[src/pse_pkg.sv]
`timescale 1ns / 1ps
`default_nettype none

package pse_pkg;

  localparam int BYTE_W    = 8;
  localparam int CFG_W     = 10;
  localparam int HIST_LEN  = 8;
  localparam int KEY_NUM   = 8;
  localparam int KEY_MAXW  = 9;
  localparam int KCNT_W    = 4;

  localparam logic [BYTE_W-1:0] PRINT_LO = 8'd32;
  localparam logic [BYTE_W-1:0] PRINT_HI = 8'd126;

  localparam logic [CFG_W-1:0] MIN_RUN_RESET = 10'd4;

  typedef logic [BYTE_W-1:0] byte_t;
  typedef byte_t [HIST_LEN-1:0] hist_t;
  typedef logic [KCNT_W-1:0] kcnt_t;
  typedef logic [KEY_MAXW*BYTE_W-1:0] key_text_t;

  // text is right aligned: last character in the low byte
  localparam key_text_t KEY_TEXT [KEY_NUM] = '{
    key_text_t'("malware"),
    key_text_t'("trojan"),
    key_text_t'("virus"),
    key_text_t'("backdoor"),
    key_text_t'("keylog"),
    key_text_t'("ransom"),
    key_text_t'("exploit"),
    key_text_t'("shellcode")
  };

  localparam kcnt_t KEY_LEN [KEY_NUM] = '{
    4'd7, 4'd6, 4'd5, 4'd8, 4'd6, 4'd6, 4'd7, 4'd9
  };

  localparam kcnt_t KEY_MIN_LEN = 4'd5;

endpackage

`default_nettype wire

[src/pse_match.sv]
`timescale 1ns / 1ps
`default_nettype none

module pse_match (
  input  wire pse_pkg::byte_t cur_byte,
  input  wire pse_pkg::hist_t recent,
  input  wire pse_pkg::kcnt_t run_cnt,
  output logic                hit
);
  import pse_pkg::*;

  logic [KEY_NUM-1:0] key_hit;

  always_comb begin
    byte_t win_b;
    for (int k = 0; k < KEY_NUM; k++) begin
      key_hit[k] = (run_cnt >= KEY_LEN[k]);
      for (int j = 0; j < KEY_MAXW; j++) begin
        win_b = (j == 0) ? cur_byte : recent[j-1];
        if (KCNT_W'(j) < KEY_LEN[k] && win_b != KEY_TEXT[k][BYTE_W*j +: BYTE_W]) begin
          key_hit[k] = 1'b0;
        end
      end
    end
  end

  assign hit = |key_hit;

endmodule

`default_nettype wire

[src/printable_string_extractor_top.sv]
// printable string extractor
// in_*: one dump byte per beat in in_tdata, in_tlast marks the final byte
// of the dump. after that byte all run state and the byte offset return to
// zero, so the next beat starts a new dump at offset zero.
// out_*: one beat per printable run (bytes 32..126) whose length reaches
// min_run_length (0 acts as 1). tdata holds start offset and saturating
// length, tuser says a keyword (malware, trojan, virus, backdoor, keylog,
// ransom, exploit, shellcode) lies wholly inside the run.
// cfg_*: writes min_run_length, always ready, reset value 4; write only
// while idle.
// throughput: one byte per cycle while in_tready is high. a run is reported
// when its closing byte moves from the input register to the output register.
// when the receiver stalls, the result waits in the output register; bytes
// that close no run keep flowing, and the next closing byte holds in the
// input register, which drops in_tready until the output register frees.
// reset (rst_n low, synchronous) empties both registers and clears state.
`timescale 1ns / 1ps
`default_nettype none

module printable_string_extractor_top #(
  parameter int OFFSET_BITS = 40,
  parameter int LENGTH_BITS = 24
) (
  input  wire                          clk,
  input  wire                          rst_n,
  input  wire                          in_tvalid,
  output logic                         in_tready,
  input  wire  [7:0]                   in_tdata,   // data_byte
  input  wire                          in_tlast,   // end_of_stream
  output logic                         out_tvalid,
  input  wire                          out_tready,
  // start_offset, run_length, zero fill to whole bytes
  output logic [((OFFSET_BITS+LENGTH_BITS+7)/8)*8-1:0] out_tdata,
  output logic                         out_tuser,  // keyword_hit
  input  wire                          cfg_valid,
  output logic                         cfg_ready,
  input  wire  [pse_pkg::CFG_W-1:0]    cfg_data    // min_run_length
);
  import pse_pkg::*;

  localparam int OUT_W  = ((OFFSET_BITS + LENGTH_BITS + 7) / 8) * 8;
  localparam int CMP_W  = (LENGTH_BITS > CFG_W) ? LENGTH_BITS : CFG_W;
  localparam logic [LENGTH_BITS-1:0] LEN_MAX = '1;

  logic [CFG_W-1:0]       min_run_r;
  logic                   s1_valid_r;
  byte_t                  s1_byte_r;
  logic                   s1_eos_r;
  logic [OFFSET_BITS-1:0] byte_offset_r, byte_offset_nxt;
  logic [OFFSET_BITS-1:0] run_start_r, run_start_nxt;
  logic [LENGTH_BITS-1:0] run_count_r, run_count_nxt;
  hist_t                  recent_r, recent_nxt;
  logic                   hit_flag_r, hit_flag_nxt;
  logic                   out_valid_r, out_valid_nxt;
  logic [OFFSET_BITS-1:0] out_start_r;
  logic [LENGTH_BITS-1:0] out_len_r;
  logic                   out_hit_r;

  logic                   cur_print;
  logic [LENGTH_BITS-1:0] cnt_inc;
  kcnt_t                  key_cnt;
  logic                   hit_now;
  logic                   hit_after;
  logic [LENGTH_BITS-1:0] close_count;
  logic                   close_hit;
  logic [OFFSET_BITS-1:0] close_start;
  logic [CMP_W-1:0]       need;
  logic                   emit;
  logic                   s1_adv;

  assign cfg_ready = 1'b1;

  assign cur_print = (s1_byte_r >= PRINT_LO) && (s1_byte_r <= PRINT_HI);
  assign cnt_inc   = (run_count_r == LEN_MAX) ? run_count_r : run_count_r + 1'b1;
  assign key_cnt   = (cnt_inc > LENGTH_BITS'(4'hF)) ? 4'hF : cnt_inc[KCNT_W-1:0];

  pse_match u_match (
    .cur_byte (s1_byte_r),
    .recent   (recent_r),
    .run_cnt  (key_cnt),
    .hit      (hit_now)
  );

  assign hit_after   = ((run_count_r != '0) && hit_flag_r) || hit_now;
  assign close_count = cur_print ? cnt_inc : run_count_r;
  assign close_hit   = cur_print ? hit_after : hit_flag_r;
  assign close_start = (cur_print && run_count_r == '0) ? byte_offset_r : run_start_r;
  assign need        = (min_run_r == '0) ? CMP_W'(1) : CMP_W'(min_run_r);
  assign emit        = (!cur_print || s1_eos_r) && (close_count != '0)
                       && (CMP_W'(close_count) >= need);

  assign s1_adv    = s1_valid_r && (!emit || !out_valid_r || out_tready);
  assign in_tready = !s1_valid_r || s1_adv;

  always_comb begin
    byte_offset_nxt = byte_offset_r + 1'b1;
    recent_nxt      = {recent_r[HIST_LEN-2:0], s1_byte_r};
    run_start_nxt   = close_start;
    if (s1_eos_r) begin
      byte_offset_nxt = '0;
      recent_nxt      = '0;
      run_start_nxt   = '0;
      run_count_nxt   = '0;
      hit_flag_nxt    = 1'b0;
    end else if (cur_print) begin
      run_count_nxt = cnt_inc;
      hit_flag_nxt  = hit_after;
    end else begin
      run_count_nxt = '0;
      hit_flag_nxt  = 1'b0;
    end
  end

  assign out_valid_nxt = (s1_adv && emit) || (out_valid_r && !out_tready);

  always_ff @(posedge clk) begin
    if (!rst_n) begin
      min_run_r     <= MIN_RUN_RESET;
      s1_valid_r    <= 1'b0;
      out_valid_r   <= 1'b0;
      byte_offset_r <= '0;
      run_start_r   <= '0;
      run_count_r   <= '0;
      recent_r      <= '0;
      hit_flag_r    <= 1'b0;
    end else begin
      if (cfg_valid && cfg_ready) begin
        min_run_r <= cfg_data;
      end
      if (in_tready) begin
        s1_valid_r <= in_tvalid;
      end
      out_valid_r <= out_valid_nxt;
      if (s1_adv) begin
        byte_offset_r <= byte_offset_nxt;
        run_start_r   <= run_start_nxt;
        run_count_r   <= run_count_nxt;
        recent_r      <= recent_nxt;
        hit_flag_r    <= hit_flag_nxt;
      end
    end
  end

  always_ff @(posedge clk) begin
    if (in_tready && in_tvalid) begin
      s1_byte_r <= in_tdata;
      s1_eos_r  <= in_tlast;
    end
    if (s1_adv && emit) begin
      out_start_r <= close_start;
      out_len_r   <= close_count;
      out_hit_r   <= close_hit;
    end
  end

  assign out_tvalid = out_valid_r;
  assign out_tdata  = OUT_W'({out_len_r, out_start_r});
  assign out_tuser  = out_hit_r;

`ifndef SYNTH
  a_len_nonzero: assert property (@(posedge clk) disable iff (!rst_n)
    out_valid_r |-> (out_len_r != '0))
    else $error("reported run has zero length");

  a_hit_len: assert property (@(posedge clk) disable iff (!rst_n)
    (out_valid_r && out_hit_r) |-> (out_len_r >= LENGTH_BITS'(KEY_MIN_LEN)))
    else $error("keyword flagged in a run shorter than any keyword");

  a_eos_clear: assert property (@(posedge clk) disable iff (!rst_n)
    (s1_adv && s1_eos_r) |=> (byte_offset_r == '0 && run_count_r == '0))
    else $error("state not cleared after end of stream");

  a_break_closes: assert property (@(posedge clk) disable iff (!rst_n)
    (s1_adv && !cur_print) |=> (run_count_r == '0 && !hit_flag_r))
    else $error("run still open after a non-printable byte");

  a_hold_result: assert property (@(posedge clk) disable iff (!rst_n)
    (out_valid_r && !out_tready) |=> $stable(out_start_r) && $stable(out_len_r))
    else $error("waiting result overwritten");
`endif

endmodule

`default_nettype wire
[config.mk]
export PLATFORM = sky130hd
export DESIGN_NAME = printable_string_extractor_top
export DESIGN_NICKNAME = d
export VERILOG_FILES = /design/src/pse_pkg.sv /design/src/pse_match.sv /design/src/printable_string_extractor_top.sv
export SDC_FILE = /design/constraint.sdc
export NUM_CORES = 1
export LEC_CHECK = 0
export BUFFER_PORTS_ARGS = -buffer_cell sky130_fd_sc_hd__clkbuf_2
export CORE_MARGIN = 2
export CORE_UTILIZATION = 42
export CTS_BUF_LIST = sky130_fd_sc_hd__clkbuf_16
export CTS_CLUSTER_SIZE = 12
export DETAILED_ROUTE_END_ITERATION = 6
export PLACE_DENSITY = 0.55
export RECOVER_POWER = 50
export REMOVE_ABC_BUFFERS = 1
export SLEW_MARGIN = 20
export SYNTH_ARGS = -nofsm -noshare
export SYNTH_HDL_FRONTEND = slang
export SYNTH_SLANG_ARGS = --single-unit
export TNS_END_PERCENT = 100
[constraint.sdc]
create_clock -name clk -period 10.68 [get_ports clk]
set_clock_uncertainty 0.05 [all_clocks]
set_input_delay 2.136 -clock clk [delete_from_list [all_inputs] [get_ports clk]]
set_output_delay 2.136 -clock clk [all_outputs]
set_load 0.02 [all_outputs]
==> out/results.txt, run 1 <==
Dpl cells: 1837
F_max: 0.1106 GHz
Tcrit/Tclk final: 84.69%
Synth unique cells: 85
First-pass GRT wire length: 57670 um
Relative slew slack: -80.24%
Critical-path top delay cell: nor4_1
Antenna Nets Post-Route: 0
CTS Buf Count: 29
DRC Markers: 0
Leakage: 0.004608 uW
Ys flop type: dfxtp_1
I/O Pins: 92
Area grow syn2layout: 10.29%
Grt total ovfl: 0
Clock latency on the worst-skew pair: 0.56 ns
Total power draw: 2071 uW
Maximum clock path buffer count: 3
Syn. warnings: 0
Failing checks: capacitance limit, slew limit
Outcome: finished, violations left
Hold Crit Class: reg2reg
Synth top area share: 27.55%
CTS tree: done
Busiest layer in global routing: met2
Routing usage on met3: 2.943%
Resized Gates After CTS: 0
Pwr Density: 142.8 mW/mm^2
Final Non-Filler Cells: 1891
Crit. End Element: output pin
Hold Buf Count CTS: 0
# H-tree levels: 1
Clk sinks: 255
Register area share after synthesis: 44.45%
Synthesized area: 0.01315 sq mm
Synth area leaders: dfxtp_1 28%, edfxtp_1 17%, a21oi_1 6.8%
Routability Congestion: 0.9067
RSZ-0062 raised after global routing: false
First-pass detailed-route iteration total: 6
Synth Area per Inst: 9.038 sq um
Critical Path AT: 6.86 ns
Drt wl/cell: 19.13 um
Vias in the first global route: 10370
CP Launch Type: register
Max stage delay on crit path: 1.83 ns
Worst Path Required: 8.49 ns
Number of synthesized register bits: 255
Max-slew violations: 178
Via Count: 10990
Critical path type: reg2out
Crit-path cells: ha_1 > nand4_1 > nor4_1 > a2111oi_0 > a311oi_1 > o221ai_2 > nor3_1 > a21oi_1 > and3_1 > inv_1 > clkbuf_2
Row Count: 64
Die Height: 180.9 um
# Post-CTS Setup Buffers: 0
Final setup vio count: 0
Worst-margin pin slew: 2.704 ns
Initial antenna violation count: 0
Final wirelength: 36180 um
Via density: 5.813
Yosys top cell by area: dfxtp_1
Syn Inst Count: 1455
Initial Utilization: 42.77%
Core region area: 0.03075 sq mm
MaxCap Viol Count: 5
CTS root buf: clkbuf_16
Die Area: 0.03274 sq mm
CP max FO: 14
Max VDD drop: 0.0001211 V
M1 GR Usage: 30.30%
Clk pin slew, worst setup/hold paths: 0.06 ns
Nets@finish: 1509
Final critical-path required period: 9.045 ns
Async SR Flop Fraction: 0%
Ant diodes: 0
Largest net degree at the start of global routing: 243
GR Util All Layers: 21.52%
Met2 Use GR: 34.91%
Initial DRC count: 910
Dpl hpwl: 23550 um
Share of cells above drive strength 1: 9.565%
Final hold viol count: 0
Post-synth EDFFs: 74
Buffers on Ports: 90
DIE WIDTH: 180.9 um
## cell usage after synthesis (8+ instances only)
| master | count |
|---|---|
| and3_1 | 17 |
| nor3_1 | 30 |
| a21oi_1 | 179 |
| nand3b_1 | 54 |
| or3b_1 | 27 |
| nand4b_1 | 12 |
| nand4_1 | 23 |
| a31oi_1 | 10 |
| dfxtp_1 | 181 |
| ha_1 | 13 |
| o31ai_1 | 15 |
| nor2_1 | 64 |
| and2_1 | 9 |
| or3b_2 | 41 |
| buf_2 | 26 |
| edfxtp_1 | 74 |
| buf_4 | 9 |
| or2_2 | 8 |
| xor2_1 | 8 |
| nor4_1 | 21 |
| nand3_1 | 42 |
| xnor2_1 | 22 |
| nand2_1 | 182 |
| clkbuf_1 | 71 |
| or4_1 | 25 |
| o21ai_0 | 58 |
| mux2i_1 | 16 |
| or3_1 | 26 |
| mux2_2 | 40 |
| inv_1 | 28 |
## where the power goes
group / switching [uW] / leakage (uW) / internal, uW
combinational: 66.3 / 0.00202 / 24.7
clock: 404 / 0.000488 / 571
sequential: 7.15 / 0.00210 / 999
## state kept, by name (all words and copies together), names as in the netlist, 8 cells and up
name,flops
out_start_r,40
out_len_r,24
min_run_r,10
byte_offset_r,40
recent_r,64
run_start_r,40
s1_byte_r,8
run_count_r,24
## cell families after synthesis
logic type | synth area share, %
AOI/OAI and AO/OA | 14.81
buffers and inverters | 4.909
muxes | 4.643
other | 0.02852
and+or+nand+nor | 27.93
DFF | 44.45
xor gates and xnor gates | 1.998
adders and majority gates | 1.237
## through the flow
step	cell area (sq um)	setup TNS (ns)	setup WS, ns	util [%]	hold slack, ns
6_report	14500	0	1.635	47.16	0.3931
5_1_grt	14500	0	1.243	47.16	0.4139
4_1_cts	14650	0	2.682	47.65	0.3996
3_5_place_dp	13710	0	3.313	44.59	0.3911
3_3_place_gp	13700	0	3.513	44.56	0.3850
2_1_floorplan	12610	-213.31	-3.282	-	0.3767
## layout by cell type, fill, tap and decap left out, types with 5 or more instances in the layout
cell type,synthesis,final
and2_1,9,9
o31ai_1,15,14
clkbuf_1,71,69
nor4_1,21,22
clkbuf_16,0,31
o211ai_1,7,7
nor2_1,64,64
clkbuf_2,1,23
nand3_1,42,42
o21a_1,7,7
or3b_2,41,41
or4_1,25,25
edfxtp_1,74,74
buf_4,9,10
nand4_1,23,24
clkinv_1,0,8
and4_1,7,7
nor4b_1,7,7
mux2_1,0,36
and3_1,17,17
a211oi_1,6,5
a31oi_1,10,10
xor2_1,8,8
nand3b_1,54,54
nor3_1,30,31
nand2_1,182,182
dfxtp_1,181,181
or2_2,8,8
mux2i_1,16,16
o21ai_0,58,59
or3b_1,27,27
ha_1,13,13
xnor2_1,22,22
nand4b_1,12,12
inv_1,28,35
a21oi_1,179,179
or3_1,26,26
## worst paths after layout
| check | start | end | slack, ns | cells after the start |
|---|---|---|---|---|
| hold reg to reg | run_start_r[3] | run_start_r[3] | 0.39 | 2 |
| setup reg to reg | run_count_r[1] | byte_offset_r[32] | 3.12 | 11 |
| setup / recovery | run_count_r[1] | in_tready | 1.63 | 11 |
| hold / removal | run_start_r[3] | run_start_r[3] | 0.39 | 2 |
## final cells by class
cell class,count,area [sq um]
Clock inverter,23,166.4
Fill cell,3041,16250
Timing Repair Buffer,103,469.2
Clock buffer,31,775.7
Multi-Input combinational cell,1054,6640
Tap cell,396,495.5
Inverter,29,110.1
Sequential cell,255,5846
## metal layers
| layer | vias to the layer above | wire [um] |
|---|---|---|
| li1 | 5373 | - |
| met1 | 5291 | 16990 |
| met2 | 280 | 16720 |
| met3 | 49 | 1808 |
| met4 | 0 | 655 |
| met5 | - | 0 |
## worst max-delay path: cells and delay by family, from the launching register on
kind / cells / cell delay, ns
compound gates: 4 / 1.95
flops: 1 / 0.47
buf+inv: 2 / 0.32
fa+ha+maj: 1 / 0.39
simple gates: 4 / 3.16
No activity file was read; power rests on OpenSTA's default activity.
==> run 2, diff against run 1 <==
==> constraint.sdc (replaced) <==
create_clock -name clk -period 9.22 [get_ports clk]
set_clock_uncertainty 0.05 [all_clocks]
set_input_delay 1.844 -clock clk [delete_from_list [all_inputs] [get_ports clk]]
set_output_delay 1.844 -clock clk [all_outputs]
set_load 0.02 [all_outputs]
==> out/results.txt, run 2 (same netlist as run 1, synthesis figures left out) <==
Worst R2R End: byte_offset_r[0]
Critical Path AT: 5.95 ns (-0.91 ns)
CP max FO: 12 (-2)
Grt total ovfl: 0 (unchanged)
Outcome: finished, violations left
Largest net degree at the start of global routing: 114 (-53%)
FF/Latch Area: 0.005846 sq mm (unchanged)
Final wirelength: 35750 um (-1.2%)
Most frequent cells in the layout: 182 x nand2_1, 181 x dfxtp_1, 179 x a21oi_1, 74 x edfxtp_1, 70 x clkbuf_1
Clk sinks: 255 (unchanged)
Multi-input logic area: 0.006623 sq mm (-0.26%)
Final hold viol count: 0 (unchanged)
Fillers: 3061 (+0.66%)
Final critical-path required period: 7.846 ns
Initial antenna violation count: 0 (unchanged)
Comb power frac: 4.1% (-0.3 points)
Clock latency on the worst-skew pair: 0.55 ns (about the same)
Final Non-Filler Cells: 1894 (+0.16%)
Most common cell on crit path: o21ai_0
Critical path type: reg2out
# Post-CTS Setup Buffers: 0 (unchanged)
Row Count: 64 (unchanged)
Max-slew violations: 140 (-21%)
Resized Gates After CTS: 0 (unchanged)
Hold path depth: 2 (unchanged)
Hold Buf Count CTS: 0 (unchanged)
Area grow syn2layout: 10.94%
Most common cell after layout, fill and taps aside: nand2_1
Reg2reg start: run_count_r[1]
Total power draw: 2516 uW (+21%)
Clock share of power: 49.6% (+2.6 points)
Max reg flops: 64 (unchanged)
Ant diodes: 0 (unchanged)
First-pass detailed-route iteration total: 5 (-1)
Antenna Nets Post-Route: 0 (unchanged)
Nets@finish: 1511 (+0.13%)
Drt wl/cell: 18.87 um (-1.3%)
GR Util All Layers: 21.09% (-0.43 points)
Switching pwr: 556.6 uW (+17%)
Routability Congestion: 0.8976 (-1.0%)
CP Launch Type: register
Sw Ratio: 22.12% (-0.92 points)
Tcrit/Tclk final: 85.10%
Maximum clock path buffer count: 3 (unchanged)
# H-tree levels: 1 (unchanged)
Hold Crit Class: reg2reg
Reg2reg setup slack: 1.82 ns (-1.30 ns)
Sequential share of power: 46.3% (-2.3 points)
MaxCap Viol Count: 5 (unchanged)
Worst Path Required: 7.33 ns (-1.16 ns)
Reg2reg path depth: 15 (+4)
CTS Buf Count: 30 (+3.4%)
Die Area: 0.03274 sq mm (unchanged)
Dpl hpwl: 23650 um (+0.40%)
CTS root buf: clkbuf_16
F_max: 0.1275 GHz
First-pass GRT wire length: 56860 um (-1.4%)
Cell-internal power: 1959 uW (+23%)
Final core utilization: 47.44% (+0.28 points)
Clk pin slew, worst setup/hold paths: 0.06 ns (about the same)
Initial Utilization: 42.77% (unchanged)
RSZ-0062 raised after global routing: false
Worst path bufs/invs: 2 (unchanged)
Hold Crit Endpoint: run_start_r[23]
Via Count: 10940 (-0.45%)
Placed cell area: 0.01370 sq mm (about the same)
Dpl cells: 1837 (unchanged)
Setup ws final: 1.374 ns (-0.2608 ns)
Initial DRC count: 808 (-11%)
Final Cell Area: 0.01459 sq mm (+0.60%)
Max stage delay on crit path: 0.82 ns (-1.01 ns)
Worst slack at placement: 2.305 ns (-1.008 ns)
Share of cells above drive strength 1: 10.41% (+0.85 points)
Leakage: 0.004649 uW (+0.89%)
I/O Pins: 92 (unchanged)
Max VDD drop: 0.0001327 V (+9.5%)
DRC Markers: 0 (unchanged)
CP top delay family: compound AO/OA/AOI/OAI gates
Die Height: 180.9 um (unchanged)
Final setup vio count: 0 (unchanged)
Crit-path cells: ha_1 > nand4_1 > or4_1 > o21ai_0 > nor2_1 > xnor2_1 > ha_1 > a21o_1 > a211oi_1 > o21ai_0 > a211o_1 > o21ai_0 > a21oi_1 > and3_1 > inv_1 > clkbuf_2
Pwr Density: 172.5 mW/mm^2 (+21%)
Critical-path top delay cell: o21ai_0
Relative slew slack: -75.51% (+4.7 points)
DIE WIDTH: 180.9 um (unchanged)
Core region area: 0.03075 sq mm (unchanged)
Vias in the first global route: 10150 (-2.2%)
Via density: 5.778 (-0.61%)
Largest reg by FF count: recent_r
Buffers on Ports: 90 (unchanged)
Crit. End Element: output pin
CTS tree: done
Worst-margin pin slew: 2.633 ns (-0.07087 ns)
Failing checks: capacitance limit, slew limit
HP Start: run_start_r[23]
run 2: changes by cell type in the layout (fill, tap and decap cells not counted), sizes merged:
cell      change
buf           -1
bufinv        +4
clkbuf        +2
clkinv        +2
clkinvlp      -1
inv           -3
run 2: worst max-delay path by stage:
stage / start / end / depth (start not counted)
floorplan: run_count_r[1] / out_len_r[0] / 9
detailed placement: run_count_r[1] / in_tready / 16
global placement: run_count_r[1] / in_tready / 18
global route: run_count_r[1] / in_tready / 16
finish: run_count_r[1] / in_tready / 16
CTS: run_count_r[1] / in_tready / 16
run 2: power by group through the flow:
| stage | clock [uW] | combinational, uW | sequential [uW] |
|---|---|---|---|
| after global placement | 0 | 105 | 1190 |
| after global routing | 1330 | 113 | 1170 |
| after detailed placement | 0 | 106 | 1190 |
| final | 1250 | 104 | 1170 |
| after CTS | 1270 | 106 | 1170 |
| after floorplan | 0 | 61.0 | 1190 |
run 2: final cells by class:
type                            instances  share of cell area [%]
Clock inverter                         25                   1.904
Timing Repair Buffer                  104                   3.165
Inverter                               29                  0.7547
Tap cell                              396                   3.396
Multi-Input combinational cell       1054                   45.39
Clock buffer                           31                   5.317
Sequential cell                       255                   40.07
run 2: per-layer routing:
metal	up-vias	GRT usage [%]	wire, um
met4	0	5.496	845
met3	55	3.145	1852
met5	-	0	0
met1	5233	30.47	17150
li1	5388	-	-
met2	267	33.02	15900
run 2: metrics by stage:
step	hold slack, ns	TNS [ns]
floorplan	0.3767	-308.21
global placement	0.3852	0
detailed placement	0.3906	0
CTS	0.3989	0
global route	0.4138	0
finish	0.3954	0
run 2: worst min-delay path, stage by stage, from the launching register on:
cell and delay (ns):
dfxtp_1 0.30, nand2_1 0.05, a21oi_1 0.05
